==> src/hdl/srp_pkg.sv <==
// srp_pkg: shared widths, codes and the region entry layout of the shelf packer
// used by the packer top level, the uv divider and the port checker
// no dependencies

package srp_pkg;

  // field widths fixed by the interface
  localparam int DIM_W = 14;
  localparam int XY_W  = 13;
  localparam int ID_W  = 8;
  localparam int ST_W  = 3;

  // uv fixed point: fraction bits and result width (one integer bit)
  localparam int UV_FRAC_BITS = 16;
  localparam int UV_W         = UV_FRAC_BITS + 1;
  localparam logic [UV_W-1:0] UV_ONE = UV_W'(1) << UV_FRAC_BITS;

  // atlas size limits and padding
  localparam int MAX_DIM     = 8192;
  localparam int MIN_ATLAS   = 16;
  localparam int ATLAS_RESET = 1024;
  localparam int PAD_TOTAL   = 2;

  // configuration port
  localparam int CFG_IDX_W = 2;
  localparam int CFG_W     = DIM_W;
  localparam logic [CFG_IDX_W-1:0] CFG_ATLAS_WIDTH  = 2'd0;
  localparam logic [CFG_IDX_W-1:0] CFG_ATLAS_HEIGHT = 2'd1;

  // operation codes
  localparam logic OP_ADD    = 1'b0;
  localparam logic OP_LOOKUP = 1'b1;

  // result status codes
  typedef enum logic [ST_W-1:0] {
    ST_OK        = 3'd0,
    ST_FULL      = 3'd1,
    ST_TOO_LARGE = 3'd2,
    ST_NO_SPACE  = 3'd3,
    ST_BAD_ID    = 3'd4
  } status_t;

  // one region table entry: inner rectangle of a placed region
  typedef struct packed {
    logic [XY_W-1:0]  x;
    logic [XY_W-1:0]  y;
    logic [DIM_W-1:0] w;
    logic [DIM_W-1:0] h;
  } region_t;

  localparam int REGION_W = $bits(region_t);

endpackage

==> src/hdl/srp_uv_div.sv <==
// srp_uv_div: bit-serial restoring divider for one uv coordinate
// computes (p * 2^UV_FRAC_BITS + size/2) / size, one quotient bit per cycle
// depends on srp_pkg

module srp_uv_div (
  input  logic                        clk,
  input  logic                        rst_n,
  input  logic                        start,
  input  logic [srp_pkg::DIM_W:0]     p,
  input  logic [srp_pkg::DIM_W-1:0]   size,
  output logic [srp_pkg::UV_W-1:0]    quot,
  output logic                        done
);

  localparam int DW  = srp_pkg::DIM_W;
  localparam int QW  = srp_pkg::UV_W;
  localparam int NW  = DW + 1 + srp_pkg::UV_FRAC_BITS + 1;
  localparam int CNW = $clog2(QW + 1);

  logic [NW-1:0]  num_full;
  logic [DW-1:0]  rem_r, rem_nxt;
  logic [QW-1:0]  sh_r, sh_nxt;
  logic [QW-1:0]  q_r, q_nxt;
  logic [DW-1:0]  size_r, size_nxt;
  logic [CNW-1:0] cnt_r, cnt_nxt;
  logic           busy_r, busy_nxt;
  logic           done_r, done_nxt;
  logic [DW:0]    trial;
  logic [DW:0]    diff;
  logic           ge;

  // rounded numerator; its top bits stay below size, so they seed the remainder
  assign num_full = {1'b0, p, srp_pkg::UV_FRAC_BITS'(0)} + NW'(size >> 1);

  // one restoring step
  assign trial = {rem_r, sh_r[QW-1]};
  assign diff  = trial - {1'b0, size_r};
  assign ge    = (trial >= {1'b0, size_r});

  always_comb begin
    rem_nxt  = rem_r;
    sh_nxt   = sh_r;
    q_nxt    = q_r;
    size_nxt = size_r;
    cnt_nxt  = cnt_r;
    busy_nxt = busy_r;
    done_nxt = done_r;
    if (start) begin
      rem_nxt  = num_full[QW+DW-1:QW];
      sh_nxt   = num_full[QW-1:0];
      size_nxt = size;
      cnt_nxt  = '0;
      busy_nxt = 1'b1;
      done_nxt = 1'b0;
    end else if (busy_r) begin
      rem_nxt = ge ? diff[DW-1:0] : trial[DW-1:0];
      sh_nxt  = {sh_r[QW-2:0], 1'b0};
      q_nxt   = {q_r[QW-2:0], ge};
      cnt_nxt = cnt_r + CNW'(1);
      if (cnt_r == CNW'(QW - 1)) begin
        busy_nxt = 1'b0;
        done_nxt = 1'b1;
      end
    end
  end

  // control state
  always_ff @(posedge clk) begin
    if (!rst_n) begin
      busy_r <= 1'b0;
      done_r <= 1'b0;
      cnt_r  <= '0;
    end else begin
      busy_r <= busy_nxt;
      done_r <= done_nxt;
      cnt_r  <= cnt_nxt;
    end
  end

  // datapath
  always_ff @(posedge clk) begin
    rem_r  <= rem_nxt;
    sh_r   <= sh_nxt;
    q_r    <= q_nxt;
    size_r <= size_nxt;
  end

  assign quot = q_r;
  assign done = done_r;

endmodule

==> config.mk <==
export PLATFORM = sky130hd
export DESIGN_NAME = srp_uv_div
export DESIGN_NICKNAME = d
export VERILOG_FILES = /design/src/hdl/srp_pkg.sv /design/src/hdl/srp_uv_div.sv
export SDC_FILE = /design/constraint.sdc
export NUM_CORES = 1
export LEC_CHECK = 0
export BUFFER_PORTS_ARGS = -buffer_cell sky130_fd_sc_hd__buf_2
export CAP_MARGIN = 40
export CORE_ASPECT_RATIO = 0.75
export CORE_UTILIZATION = 39
export CTS_CLUSTER_SIZE = 12
export DETAILED_ROUTE_END_ITERATION = 6
export HOLD_SLACK_MARGIN = 0.03
export PLACE_DENSITY_LB_ADDON = 0.08
export SLEW_MARGIN = 10
export SYNTH_ARGS = -nofsm -noshare
export SYNTH_HDL_FRONTEND = slang
export SYNTH_SLANG_ARGS = --single-unit
==> constraint.sdc <==
create_clock -name clk -period 3 [get_ports clk]
set_input_delay 0.9 -clock clk [delete_from_list [all_inputs] [get_ports clk]]
set_output_delay 0.9 -clock clk [all_outputs]
set_load 0.02 [all_outputs]
* Word level (Yosys, flattened, before mapping)
Cells that the tools add are included.
** Storage, ports and cells
- Register bits :: 69
- Logic and storage cells :: 26
** Operators by class
- $add $sub $neg :: 3
- Magnitude comparators :: 1
- Eq/ne operators :: 1
- Mux-type cells :: 8
- Bitwise operators :: 2
- Reduce and logical (&&, ||, !) cells :: 4
** Operator list (number)
- $mux W14 :: 3
- $mux W17 :: 2
- $add A31 B13 Y31 :: 1
- $ge A15 B14 Y1 :: 1
- $sub A14 B14 Y14 :: 1
- $add A5 B1 Y5 const B :: 1
- $eq A5 B5 Y1 const B :: 1
- $reduce_and A2 Y1 :: 2
- $mux W1 :: 3
- $not A1 Y1 :: 2
- $reduce_bool A2 Y1 :: 1
- $reduce_or A2 Y1 :: 1

* Logic depth before layout (Yosys ltp)
- Depth in word-level cells :: 4
- Mapped depth :: 11
- Depth with buffers taken out :: 9

* Least setup slack after synthesis
Ideal clock, no wire load.
- Path type :: register to register
- Start point :: register rem_r[11]
- End point :: register rem_r[6] (data pin)
- Library setup time :: 0.260 ns
- Arrival time :: 2.484 ns
- Slack :: 0.256 ns
- Stages on the path, launching flop included :: 10
- Path buffers :: 1
- Cells stage by stage :: edfxtp_1 > ha_1 > a21o_1 > a211o_1 > a41o_1 > nor3_4 > inv_2 > buf_6 > mux2_4 > mux2_2
** Between the ends
- Cells in the longest elaborated chain, start to end :: 4
** RTL lines
- from (decl) :: line srp_uv_div.sv:21 : logic [DW-1:0] rem_r, rem_nxt;
- from (signal assigned) :: line srp_uv_div.sv:82 : rem_r <= rem_nxt;
- $ge A15 B14 Y1 :: line srp_uv_div.sv:38 : assign ge = (trial >= {1'b0, size_r});
- net ge :: line srp_uv_div.sv:30 : logic ge;
- $mux W14 :: line srp_uv_div.sv:56 : rem_nxt = ge ? diff[DW-1:0] : trial[DW-1:0];
- $mux W14 :: line srp_uv_div.sv:55 : end else if (busy_r) begin
- $mux W14 :: line srp_uv_div.sv:48 : if (start) begin
- net rem_nxt[6] :: line srp_uv_div.sv:21
The timed path passes the listed nets, and every way through them passes these cells. The select of a mux whose other input is x is not followed.
A chain may end at the register's enable or synchronous reset.

* Worst setup path in the final report
- Start point :: register rem_r[11]
- End point :: register rem_r[6] (data pin)
** Between the ends
- Cells in the longest elaborated chain, start to end :: 4
** RTL lines (line)
- $ge A15 B14 Y1 :: srp_uv_div.sv:38
- $mux W14 :: srp_uv_div.sv:56
- $mux W14 :: srp_uv_div.sv:55
- $mux W14 :: srp_uv_div.sv:48
- net rem_nxt[6] :: srp_uv_div.sv:21
The timed path passes the listed nets, and every way through them passes these cells. The select of a mux whose other input is x is not followed.

==> reports/results.tsv <==
stage	metric	value	unit
status	outcome	complete, no violations	
yosys	synth-edff-count	62	
grt	gr-usage-all-layers	15.4	%
die	initial_core_util	40.5	%
cts	clkTransAtPathRegs	0.06	ns
sta	rsz0062_at_grt	false	
critical_path	start_kind	flop	
cts	htree_levels	3	
route	drcViolationCount	0	
critical_path	reg2reg_to	rem_r[6]	
route	avgViaCountPerCell	5.11	
yosys	ys_seq_area_share	58.0	%
min_path	hold_start	quot[15]	
layout	final_area	0.00416	mm²
min_path	hold_depth	0	
power	p_leak	1.71	nW
min_path	min_delay_worst_endpoint	quot[16]	
yosys	netlist.area_leader.share	53.9	%
critical_path	cp-end-kind	flop	
critical_path	crit_slowest_cell	ha_1	
critical_path	crit_path_cell_trace	ha_1 -> a21o_1 -> a211o_1 -> a41o_1 -> nor3_4 -> inv_2 -> mux2_4 -> mux2_2	
layout	seqCellArea	0.00200	mm²
yosys	ys_ff_latch	69	
die	chipWidth	111	µm
route	wire_per_inst	15.0	µm
critical_path	path_max_fanout	14	
route	dr.pass1.iters	4	
sta	tightest_slew	0.536	ns
yosys	synthArstFlopShare	0	%
cts	cts_root_buf	clkbuf_16	
yosys	yosysMostFrequentCell	edfxtp_1	
place	hpwl	4.70	mm
min_path	hp-class	flop to flop	
cts	holdBufCountCts	0	
cts	numCtsBuffers	9	
sta	fmax	363	MHz
die	core-area	0.00853	mm²
die	rows	29	
critical_path	cp_num_buf_inv	1	
place	dpl_cell_area	0.00386	mm²
sta	hold_viol	0	
critical_path	crit_family	compound AO/OA/AOI/OAI gates	
place	routabilityCongestion	0.905	
cts	cts_setup_buffers	0	
yosys	synth_common_cells	edfxtp_1 (62), mux2_2 (24), inv_1 (19)	
sta	clock_skew	0.00860	ns
cts	clock-sinks	69	
critical_path	reg2regPathDepth	8	
sta	fin_crit_sh	91.7	%
sta	tns	0	ns
route	first_iter_violations	125	
cts	cts_tree	built	
yosys	syn-num-nets	318	
yosys	syn_avg_cell_area	12.8	µm²
die	die_area	0.00924	mm²
route	routed_wirelength	6.59	mm
layout	multi_input_area	0.00134	mm²
place	io_buffers	49	
yosys	ys_types	51	
yosys	synthTopCellsByArea	edfxtp_1 (54%), mux2_2 (7.8%), ha_1 (5.8%), dfxtp_1 (4.1%), a21oi_1 (2.5%)	
yosys	synth_area	0.00345	mm²
layout	nFillCells	749	
sta	finalWorstPathRequiredPeriod	2.75	ns
yosys	synth_ff_type	edfxtp_1	
layout	n_antenna_cell	0	
yosys	yosysWarnings	0	
die	pin_count	50	
power	peakVddDrop	0.251	mV
grt	grt_antenna_before_repair	0	
yosys	syn_inst	269	
critical_path	ff2ff_setup_slack	0.25	ns
cts	cts_max_path_buffers	2	
sta	slew_headroom	63.3	%
critical_path	startpoint	rem_r[11]	
critical_path	cpPeakStageDelay	0.40	ns
route	vias	2244	
critical_path	timing.rr.start	rem_r[11]	
grt	grt_pass1_wl	10.9	mm
critical_path	crit_required	3.08	ns
critical_path	worstSetupPathType	flop to flop	
sta	whs	0.441	ns
cts	cts-resized-gates	0	
route	ant_nets	0	
layout	drive_gt1_share	29.9	%
sta	maxSlewViolCount	0	
die	fp.dieH	83.5	µm
run	maxCapViolCount	0	
critical_path	arrival	2.83	ns
cts	clk_latency	0.33	ns
layout	nets	375	
yosys	synth_area_leader_cell	edfxtp_1	
power	powerDensity	750	mW/mm²
sta	setup-violations-final	0	
layout	area_delta_synth_final	20.5	%
grt	grt_remaining_overflow	0	
grt	grt_start_max_net_pins	36	
grt	grt_pass1_vias	2121	
-- how the worst max path moves through the flow --
stage               depth (start not counted)  endpoint  slack, ns
floorplan                                   9  rem_r[6]       0.26
global placement                            8  rem_r[6]       0.31
detailed placement                          8  rem_r[6]       0.27
CTS                                         8  rem_r[6]       0.26
global route                                8  rem_r[6]       0.13
finish                                      8  rem_r[6]       0.25
-- cells by family (layout without fill, tap and decap cells) --
group           Yosys count  count (layout)  share of synthesized area [%]
xor+xnor                 11              11                           2.79
buf+inv                  29              91                           3.37
fa+ha+maj                17              17                           6.37
mux                      28              28                           9.13
flops                    69              69                           58.0
compound gates           50              50                           9.89
simple gates             65              65                           10.5
-- cell usage in the layout, fill, tap and decap left out, types with 8 or more instances in the layout --
cell type / synthesis / layout
a21oi_1: 17 / 17
buf_2: 0 / 49
clkbuf_16: 0 / 9
edfxtp_1: 62 / 62
ha_1: 16 / 16
inv_1: 19 / 19
mux2_2: 24 / 24
nand2_1: 8 / 8
nor2_1: 17 / 17
nor2b_1: 10 / 10
-- through the flow --
step	utilization (%)	total power [mW]	setup slack [ns]	std cells
after floorplan	-	1.87	0.256	269
after detailed placement	45.3	2.07	0.272	423
after global placement	45.3	2.08	0.312	423
after CTS	48.8	3.15	0.260	439
final	48.8	3.12	0.248	439
after global routing	48.8	3.30	0.127	439
-- state kept, by name, summed over array words and instances (netlist names) --
register,count
quot,17
rem_r,14
busy_r,1
sh_r,17
cnt_r,5
done,1
size_r,14
-- area by class of cell --
type,instances,area share [%]
inverters,20,1.80
clock inverters,6,1.71
clock buffers,10,5.50
flip-flops and latches,69,48.1
well taps,108,3.25
repair buffers,55,7.57
multi-input cells,171,32.1
-- where the power goes --
part           switching, mW  internal, mW
clock network          0.413         0.651
registers             0.0490          1.18
logic                  0.434         0.395
total                  0.896          2.23
-- routing by layer --
layer | vias to the layer above | global-route usage, % | routed length, µm
met5 | - | 0 | 0
met4 | 0 | 6.18 | 108
met3 | 10 | 4.72 | 431
met2 | 71 | 20.9 | 2680
met1 | 1049 | 22.8 | 3370
li1 | 1114 | - | -
(Power assumes the default switching activity.)
